File: config.mk
export PLATFORM = sky130hd
export DESIGN_NAME = independent_instruction_grouper_core
export DESIGN_NICKNAME = d
export VERILOG_FILES = /design/src/hdl/iig_pkg.sv /design/src/hdl/independent_instruction_grouper_core.sv
export SDC_FILE = /design/constraint.sdc
export NUM_CORES = 1
export LEC_CHECK = 0
export BUFFER_PORTS_ARGS = -buffer_cell sky130_fd_sc_hd__buf_2
export CORE_UTILIZATION = 30
export CTS_CLUSTER_DIAMETER = 60
export CTS_CLUSTER_SIZE = 24
export DETAILED_ROUTE_END_ITERATION = 8
export HOLD_SLACK_MARGIN = 0.15
export PLACE_DENSITY = 0.46
export REMOVE_ABC_BUFFERS = 1
export SYNTH_ARGS = -nofsm -noshare
export SYNTH_HDL_FRONTEND = slang
export SYNTH_SLANG_ARGS = --single-unit
File: constraint.sdc
create_clock -name clock -period 7.5 [get_ports clock]
set_clock_uncertainty 0.1 [all_clocks]
set_input_delay 0.75 -clock clock [delete_from_list [all_inputs] [get_ports clock]]
set_output_delay 0.75 -clock clock [all_outputs]
set_load 0.005 [all_outputs]
File: src/hdl/iig_pkg.sv
package iig_pkg;

   // Register families tracked by the hazard masks. Bits at or above this
   // count are ignored.
   localparam int REG_SLOTS = 32;
   localparam int MASK_WIDTH = 32;
   localparam logic [MASK_WIDTH-1:0] SLOT_MASK =
      (REG_SLOTS >= MASK_WIDTH) ? {MASK_WIDTH{1'b1}}
                                : MASK_WIDTH'((64'd1 << REG_SLOTS) - 64'd1);

   // Result queue between the grouping logic and the result channel.
   localparam int RSP_DEPTH = 4;
   localparam int RSP_PTR_WIDTH = $clog2(RSP_DEPTH);
   localparam int RSP_CNT_WIDTH = $clog2(RSP_DEPTH + 1);

   typedef struct packed {
      logic [31:0] read_mask;
      logic [31:0] write_mask;
      logic        writes_memory;
      logic        touches_pc_or_unknown;
      logic        is_jump_target;
      logic [31:0] prior_group;
      logic        prior_reorderable;
      logic        is_last;
   } req_type;

   typedef struct packed {
      logic [31:0] group;
      logic        reorderable;
      logic        last;
      logic [31:0] counter_after;
   } rsp_type;

endpackage

File: src/hdl/independent_instruction_grouper_core.sv
// Independent instruction grouper.
// Decoded instructions arrive as beats on the req_ channel (valid/ready).
// Each one is assigned to a group of mutually independent instructions by
// checking its read and write register masks against the running masks of
// the current group (RAW, WAR and WAW hazards). Results leave as beats on
// the rsp_ channel (valid/ready), in input order.
// Because an isolated reorderable instruction is demoted to group 0, a
// result needs to see the following instruction: the result for an item is
// produced when the next item is processed, and the item flagged is_last
// flushes its own result and, if one is held, that of its predecessor.
// Timing: an accepted beat is registered, then processed and written into
// a four-entry result queue once the queue has room for two results. One
// instruction is taken every cycle while the queue has that room; the input
// register advances whenever the queue has room for two results.
// When the receiver stalls, the queue fills and then the input register
// holds, so req_ready drops; nothing is lost.
// Synchronous reset empties the queue and the input register, clears the
// masks and the held instruction and sets the group counter to zero.
// csr_we with csr_wdata loads the group counter; write it only while idle.
module independent_instruction_grouper_core
   import iig_pkg::*;
(
   input  logic        clock,
   input  logic        reset,

   input  logic        req_valid,
   output logic        req_ready,
   input  req_type     req_data,

   output logic        rsp_valid,
   input  logic        rsp_ready,
   output rsp_type     rsp_data,

   input  logic        csr_we,
   input  logic [31:0] csr_wdata
);

   // Input register.
   logic    in_valid_ff, in_valid_in;
   req_type in_data_ff;

   // Grouping state.
   logic [MASK_WIDTH-1:0] read_regs_ff, read_regs_in;
   logic [MASK_WIDTH-1:0] written_regs_ff, written_regs_in;
   logic [31:0] group_counter_ff, group_counter_in;
   logic [31:0] held_group_ff, held_group_in;
   logic        held_reorderable_ff, held_reorderable_in;
   logic        held_valid_ff, held_valid_in;
   logic [31:0] before_held_group_ff, before_held_group_in;
   logic        held_is_first_ff, held_is_first_in;

   // Result queue.
   rsp_type                  rsp_queue_ff [RSP_DEPTH];
   logic [RSP_PTR_WIDTH-1:0] wr_ptr_ff, wr_ptr_in;
   logic [RSP_PTR_WIDTH-1:0] rd_ptr_ff, rd_ptr_in;
   logic [RSP_CNT_WIDTH-1:0] count_ff, count_in;

   // Processing signals.
   logic                  fire;
   logic                  pop;
   logic [MASK_WIDTH-1:0] rd_mask, wr_mask, eff_rd, eff_wr;
   logic                  hazard, conflict, plain;
   logic [1:0]            inc;
   logic [31:0]           counter_new;
   logic [31:0]           cur_group;
   logic                  cur_reord;
   logic [31:0]           emit1_group;
   logic                  emit1_reord;
   logic                  first2;
   logic [31:0]           before2;
   logic [31:0]           emit2_group;
   logic                  emit2_reord;
   logic                  push1, push2;
   rsp_type               entry1, entry2;
   logic [RSP_PTR_WIDTH-1:0] wr_ptr2;

   // A beat is processed only when the queue can take the worst case of two.
   assign fire      = in_valid_ff && (count_ff <= RSP_CNT_WIDTH'(RSP_DEPTH - 2));
   assign req_ready = !in_valid_ff || fire;
   assign rsp_valid = (count_ff != '0);
   assign rsp_data  = rsp_queue_ff[rd_ptr_ff];
   assign pop       = rsp_valid && rsp_ready;

   always_comb begin
      rd_mask = in_data_ff.read_mask & SLOT_MASK;
      wr_mask = in_data_ff.write_mask & SLOT_MASK;

      // A new sequence or a jump target starts from empty masks.
      if (held_valid_ff && !in_data_ff.is_jump_target) begin
         eff_rd = read_regs_ff;
         eff_wr = written_regs_ff;
      end else begin
         eff_rd = '0;
         eff_wr = '0;
      end

      hazard = (|((rd_mask | wr_mask) & eff_wr)) || (|(wr_mask & (eff_wr | eff_rd)));
      plain    = !in_data_ff.writes_memory && !in_data_ff.touches_pc_or_unknown;
      conflict = hazard || !plain;

      if (in_data_ff.prior_group != '0) begin
         // An instruction that already has a group keeps it and closes the run.
         inc             = 2'(!held_valid_ff) + 2'd1;
         counter_new     = group_counter_ff + 32'(inc);
         cur_group       = in_data_ff.prior_group;
         cur_reord       = in_data_ff.prior_reorderable;
         read_regs_in    = '0;
         written_regs_in = '0;
      end else begin
         inc = 2'(!held_valid_ff) + 2'(in_data_ff.is_jump_target) + 2'(conflict);
         counter_new = group_counter_ff + 32'(inc);
         if (!conflict) begin
            read_regs_in    = eff_rd | rd_mask;
            written_regs_in = eff_wr | wr_mask;
            cur_group       = counter_new;
            cur_reord       = 1'b1;
         end else if (plain) begin
            read_regs_in    = rd_mask;
            written_regs_in = wr_mask;
            cur_group       = counter_new;
            cur_reord       = 1'b1;
         end else begin
            read_regs_in    = '0;
            written_regs_in = '0;
            cur_group       = '0;
            cur_reord       = 1'b0;
         end
      end

      // Held instruction, with the current one as its successor.
      if (held_reorderable_ff && (held_is_first_ff || before_held_group_ff != held_group_ff)
          && (cur_group != held_group_ff)) begin
         emit1_group = '0;
         emit1_reord = 1'b0;
      end else begin
         emit1_group = held_group_ff;
         emit1_reord = held_reorderable_ff;
      end

      // Current instruction when it ends the sequence (no successor).
      first2  = held_valid_ff ? 1'b0 : held_is_first_ff;
      before2 = held_valid_ff ? emit1_group : before_held_group_ff;
      if (cur_reord && (first2 || before2 != cur_group)) begin
         emit2_group = '0;
         emit2_reord = 1'b0;
      end else begin
         emit2_group = cur_group;
         emit2_reord = cur_reord;
      end

      entry1.group         = emit1_group;
      entry1.reorderable   = emit1_reord;
      entry1.last          = 1'b0;
      entry1.counter_after = '0;
      entry2.group         = emit2_group;
      entry2.reorderable   = emit2_reord;
      entry2.last          = 1'b1;
      entry2.counter_after = counter_new;

      push1 = fire && held_valid_ff;
      push2 = fire && in_data_ff.is_last;

      group_counter_in = counter_new;
      if (in_data_ff.is_last) begin
         held_valid_in        = 1'b0;
         held_is_first_in     = 1'b1;
         before_held_group_in = '0;
         held_group_in        = '0;
         held_reorderable_in  = 1'b0;
      end else begin
         held_valid_in        = 1'b1;
         held_is_first_in     = first2;
         before_held_group_in = before2;
         held_group_in        = cur_group;
         held_reorderable_in  = cur_reord;
      end
   end

   always_comb begin
      in_valid_in = in_valid_ff;
      if (req_ready) begin
         in_valid_in = req_valid;
      end
      wr_ptr2   = wr_ptr_ff + RSP_PTR_WIDTH'(push1);
      wr_ptr_in = wr_ptr2 + RSP_PTR_WIDTH'(push2);
      rd_ptr_in = rd_ptr_ff + RSP_PTR_WIDTH'(pop);
      count_in  = count_ff + RSP_CNT_WIDTH'(push1) + RSP_CNT_WIDTH'(push2)
                  - RSP_CNT_WIDTH'(pop);
   end

   always_ff @(posedge clock) begin
      if (reset) begin
         in_valid_ff          <= 1'b0;
         wr_ptr_ff            <= '0;
         rd_ptr_ff            <= '0;
         count_ff             <= '0;
         read_regs_ff         <= '0;
         written_regs_ff      <= '0;
         group_counter_ff     <= '0;
         held_group_ff        <= '0;
         held_reorderable_ff  <= 1'b0;
         held_valid_ff        <= 1'b0;
         before_held_group_ff <= '0;
         held_is_first_ff     <= 1'b1;
      end else begin
         in_valid_ff <= in_valid_in;
         wr_ptr_ff   <= wr_ptr_in;
         rd_ptr_ff   <= rd_ptr_in;
         count_ff    <= count_in;
         if (fire) begin
            read_regs_ff         <= in_data_ff.is_last ? '0 : read_regs_in;
            written_regs_ff      <= in_data_ff.is_last ? '0 : written_regs_in;
            group_counter_ff     <= group_counter_in;
            held_group_ff        <= held_group_in;
            held_reorderable_ff  <= held_reorderable_in;
            held_valid_ff        <= held_valid_in;
            before_held_group_ff <= before_held_group_in;
            held_is_first_ff     <= held_is_first_in;
         end else if (csr_we) begin
            group_counter_ff <= csr_wdata;
         end
      end
   end

   // Payload registers.
   always_ff @(posedge clock) begin
      if (req_ready && req_valid) begin
         in_data_ff <= req_data;
      end
      if (push1) begin
         rsp_queue_ff[wr_ptr_ff] <= entry1;
      end
      if (push2) begin
         rsp_queue_ff[wr_ptr2] <= entry2;
      end
   end

   // The queue never holds more than its depth.
   assert property (@(posedge clock) disable iff (reset)
      count_ff <= RSP_CNT_WIDTH'(RSP_DEPTH))
      else $error("result queue overflow");

   // Processing only happens with room for two results.
   assert property (@(posedge clock) disable iff (reset)
      fire |-> (count_ff + RSP_CNT_WIDTH'(2) <= RSP_CNT_WIDTH'(RSP_DEPTH)))
      else $error("processed without queue room");

   // The final instruction always leaves nothing held.
   assert property (@(posedge clock) disable iff (reset)
      fire && in_data_ff.is_last |=> !held_valid_ff && held_is_first_ff)
      else $error("held instruction survived end of sequence");

   // Only a final result carries the counter value.
   assert property (@(posedge clock) disable iff (reset)
      rsp_valid && !rsp_data.last |-> rsp_data.counter_after == '0)
      else $error("counter reported on a non-final result");

endmodule
# After elaboration in Yosys (flattened, before gate mapping)
# Memories as Yosys holds them, arrays and structs flattened. A register that Yosys moved wholly into a read port is not among the register bits.
# Index checks and enable logic that the tools add are counted.
word_totals:
  mem_count: 1
  wordCells: 103
  register_bits: 272
  input_bits: 138
  mem_bits_rw: 264
  out_inout_bits: 68
mem_list:
  columns: ["name", "depth", "width", "rd", "rd_clocked_by_memory_dff", "wr", "line_no", "text"]
  rows:
  - ["rsp_queue_ff", 4, 66, 1, 1, 2, "independent_instruction_grouper_core.sv:53", "rsp_type rsp_queue_ff [RSP_DEPTH];"]
classes:
  n_reduce_logical: 26
  n_eq_ne: 3
  order_cmp: 1
  n_bitwise: 6
  mux: 35
  add_sub_neg: 11
op_table:
  columns: ["cell", "count"]
  rows:
  - ["$mux W32", 21]
  - ["$or A32 B32 Y32", 4]
  - ["$ne A32 B32 Y1", 3]
  - ["$add A32 B2 Y32", 2]
  - ["$and A32 B32 Y32", 2]
  - ["$reduce_or A32 Y1", 2]
  - ["$reduce_bool A32 Y1", 1]
  - ["$mux W1", 13]
  - ["$logic_and A1 B1 Y1", 10]
  - ["$add A2 B1 Y2", 4]
  - ["$add A3 B1 Y3", 2]
  - ["$logic_not A1 Y1", 6]
  - ["$logic_or A1 B1 Y1", 5]
  - ["$le A3 B2 Y1 const B", 1]
  - ["$reduce_bool A3 Y1", 1]
  - ["$sub A3 B1 Y3", 1]
  - ["$add A1 B1 Y2", 1]
  - ["$add A1 B1 Y2 const B", 1]
  - ["$mux W2", 1]
  - ["$reduce_bool A2 Y1", 1]

# Longest topological paths before layout
depth:
  word_depth: 21
  depth_mapped: 25
  depth_no_buf: 21

# Worst setup path after synthesis
# OpenSTA, ideal clock, no wires.
synth_timing:
  path_kind: "register to register"
  from: "reg held_valid_ff"
  to: "mem rsp_queue_ff[0][0] in the netlist's numbering, enable pin"
  stages_incl_launch_ff: 7
  synth_period_minus_slack_ns: 7.172
  slack_ns: 0.328
  t_arrival_ns: 6.487
  n_path_buf: 4
  setup_ns: 0.584
  required_ns: 6.816
  path_cell_list: "dfxtp_1 > clkbuf_1 > clkbuf_1 > clkbuf_1 > buf_1 > nand2_1 > o31ai_1"
synth_lines:
  columns: ["element", "line_no", "text"]
  rows:
  - ["start: declaration", "independent_instruction_grouper_core.sv:48", "logic held_valid_ff, held_valid_in;"]
  - ["start signal: assignment", "independent_instruction_grouper_core.sv:216", "held_valid_ff <= held_valid_in;"]
  - ["end: declaration", "independent_instruction_grouper_core.sv:53", null]

==> results.toml <==
[global_route]
grt_use_total_pct = 21.6
antenna_found_initial = 6
grt_pass1_wl_um = 151000
grt_overflow_total = 0
first_global_vias = 22100
grt_max_degree = 133

[outcome]
outcome = "finished, final reports clean"

[critical_path]
cpLargestDelayFamily = "simple AND/OR/NAND/NOR gates"
crit_chain = "a21oi_1 > o21ai_0 > nor4_1 > nand4_1 > buf_4 > nand2_1 > nand2_1 > ha_1 > inv_1 > fa_1 > nand3b_4 > or4_4 > or3_1 > a32o_1 > a221oi_1 > nand4_1 > or4_4 > o21ai_1 > mux2_2 > nor4_1 > nand4_1 > clkbuf_16 > o21ai_1"
start_kind = "flop"
crit_path_end = "rsp_queue_ff[2][55]"
r2r_start = "wr_mask[4]"
setup.worst_path.class = "reg2reg"
startpoint = "wr_mask[4]"
critPathBufInv = 3
cp.arrival_ns = 7.44
crit_fanout = 128
r2r-end = "rsp_queue_ff[2][55]"
cpPeakStageDelay_ns = 0.68
cp.depth = 23
critical-path-slowest-cell = "or4_4"
reg2regPathDepth = 23
r2r_slack_ns = 0.46
end_kind = "flop"
cp_data_required_time_ns = 7.90
cpMostUsedCell = "nand4_1"

[synthesis]
synth-xor-area-share_pct = 2.98
synthSimpleGateAreaFrac_pct = 15.1
async_reset_ff_share_pct = 0
synth-main-ff-cell = "edfxtp_1"
synth_fa_ha_area_share_pct = 0.705
synth_compound_area_share_pct = 18.3
synth_mux_area_share_pct = 5.59
synth_edf_count = 361
ys_seq_area_share_pct = 52.5
syn_avg_cell_area_um2 = 10.5
yosysWarnings = 0
ys_seq_elements = 536
synth_cell_types = 90
synth_top_family_by_area = "compound AO/OA/AOI/OAI gates"
syn-instance-count = 2606
syn_area_um2 = 27300

[placement]
dp_hpwl_um = 69000
port_buffers = 205
place_ws_ns = 0.303
dpl_cell_area_um2 = 29400
gp_congestion = 0.950

[clock_network]
root_buffer = "clkbuf_16"
htreeDepth = 2
cts_sinks = 536
clk_pin_slew_ns = 0.07
cts_made_buffers = 53
cts_tree = "yes"
clock_latency_ns = 0.66
clk_path_buf_depth = 3

[route]
drc = 0
ant_nets = 0
wirelength_um = 102000
vias = 22600
drtIter0Drc = 2237
wl_per_cell_um = 25.9
viasPerCell = 5.72
first_pass_iters = 7

[floorplan]
core_area_um2 = 90100
rows = 110
initial_utilization_pct = 30.3
die_area_um2 = 92300
dieHeight_um = 304
pin_count = 206
die_w_um = 304

[timing]
setup_viol = 0
rsz0062_at_grt = "false"
final_max_slew_viol_count = 0
slew_headroom_pct = 14.5
final-hold-violation-count = 0
fin_crit_sh_pct = 93.9
fin_hold_ws_ns = 0.190
worst_pin_slew_ns = 1.28
worst_slack_ns = 0.457
max_freq_mhz = 142
fin_crit_ns = 7.04

[pwr]
p_leak_uw = 0.00993
powerDensity_nw_per_um2 = 264
vdd_drop_max_uv = 182
fin_total_pwr_uw = 8440

[final_layout]
nFillCells = 8922
multi_input_area_um2 = 11800
nets = 2874
seqCellArea_um2 = 14400
area_growth_syn_to_layout_pct = 16.8
layout-drive-gt1-share_pct = 17.7
stdcell_area_um2 = 31900
fin_util_pct = 35.4

[job]
max-cap-violations = 0

[worst_hold_path]
hold_class = "in2reg"
-- per-layer routing --
metal	GRT usage [%]	vias up	routed length (µm)
met5	0	-	25
met4	6.01	4	2580
met3	3.61	169	6920
met2	36.3	915	49300
met1	28.7	11300	43400
li1	-	10200	-
-- cell type report --
cell class                 instances  share of cell area (%)
clock buffer                      59                    4.36
multi-input combinational       1760                    37.1
timing repair buffer             318                    6.46
clock inverter                    41                    1.86
sequential                       536                    45.0
antenna                            3                  0.0235
tap                             1176                    4.61
inverter                          54                   0.635
-- placed cells by master, fill, tap and decap left out, drive strengths merged, types with 47 or more instances in the layout --
master	Yosys	layout
xnor2	77	77
o21ai	212	212
dlygate4sd3	0	50
nand4	48	48
dfxtp	175	175
buf	70	267
clkbuf	186	60
nand2	91	91
mux4	66	66
nor2	359	359
edfxtp	361	361
nand3	160	160
nor3	47	47
a22oi	257	257
inv	52	70
-- worst register-to-register path, cell delays in order, from the launching register on --
cell       delay [ns]
edfxtp_1         0.39
a21oi_1          0.08
o21ai_0          0.37
nor4_1           0.13
nand4_1          0.17
buf_4            0.16
nand2_1          0.10
nand2_1          0.09
ha_1             0.21
inv_1            0.08
fa_1             0.45
nand3b_4         0.25
or4_4            0.67
or3_1            0.40
a32o_1           0.31
a221oi_1         0.25
nand4_1          0.24
or4_4            0.68
o21ai_1          0.26
mux2_2           0.37
nor4_1           0.27
nand4_1          0.17
clkbuf_16        0.36
o21ai_1          0.36
-- per-stage QoR --
step                TNS, ns  cells
finish                    0   3947
global route              0   3947
CTS                       0   3944
detailed placement        0   3794
global placement          0   3794
floorplan           -366.97   2350
-- registers in the layout (all words and copies together) (netlist names), 2 cells and up --
signal,count
count_ff,3
wr_mask,32
before_held_group_ff,32
written_regs_ff,32
wr_ptr_ff,2
group_counter_ff,32
in_data_ff,37
rsp_queue_ff,264
rd_ptr_ff,2
read_regs_ff,32
rd_mask,32
held_group_ff,32
-- cell families after synthesis --
family | after synthesis
AOI/OAI and AO/OA | 726
xor gates and xnor gates | 93
adders and majority gates | 13
buffers and inverters | 310
DFF | 536
muxes | 70
and+or+nand+nor | 858
-- timing repair --
| action | CTS | global route |
|---|---|---|
| hold buffers | 50 | 0 |
| resized for setup | 0 | 5 |
| setup buffers | 0 | 0 |
| endpoints found under the setup margin | 0 | 132 |
| endpoints found under the hold margin | 50 | 0 |
-- report_power, final --
group / internal, µW / switching [µW]
combinational: 707 / 1050
clock: 1640 / 1390
sequential: 3360 / 293
total: 5700 / 2730
-- synth_stat cells, types with 16 or more instances --
cell type / number / share of area, %
edfxtp_1: 361 / 40
nor2_1: 359 / 4.9
a22oi_1: 257 / 7.1
clkbuf_1: 186 / 2.6
dfxtp_1: 175 / 13
nand3_1: 160 / 2.9
o21ai_1: 131 / 2.4
nand2_1: 91 / 1.2
o21ai_0: 80 / 1.5
xnor2_1: 77 / 2.5
mux4_2: 66 / 5.4
inv_1: 52 / 0.71
nor3_1: 46 / 0.84
nand4_1: 45 / 1.0
a21oi_1: 43 / 0.79
a211oi_1: 38 / 1.0
nor4_1: 35 / 0.80
buf_2: 28 / 0.51
nor2b_1: 27 / 0.62
buf_1: 20 / 0.27
nand2b_1: 17 / 0.39
xor2_1: 16 / 0.51
-- how the worst min path moves through the flow --
stage	endpoint	cells past startpoint	slack [ns]	start
6_report	in_data_ff[28]	1	0.19	req_data[28]
3_3_place_gp	rsp_queue_ff[3][32]	2	0.33	rsp_queue_ff[3][32]
4_1_cts	in_data_ff[28]	1	0.15	req_data[28]
2_1_floorplan	rsp_queue_ff[2][32]	2	0.32	rsp_queue_ff[2][32]
5_1_grt	rd_mask[7]	1	0.16	req_data[76]
3_5_place_dp	rsp_queue_ff[1][32]	2	0.33	rsp_queue_ff[1][32]
Power figures use the tool's default switching activity.
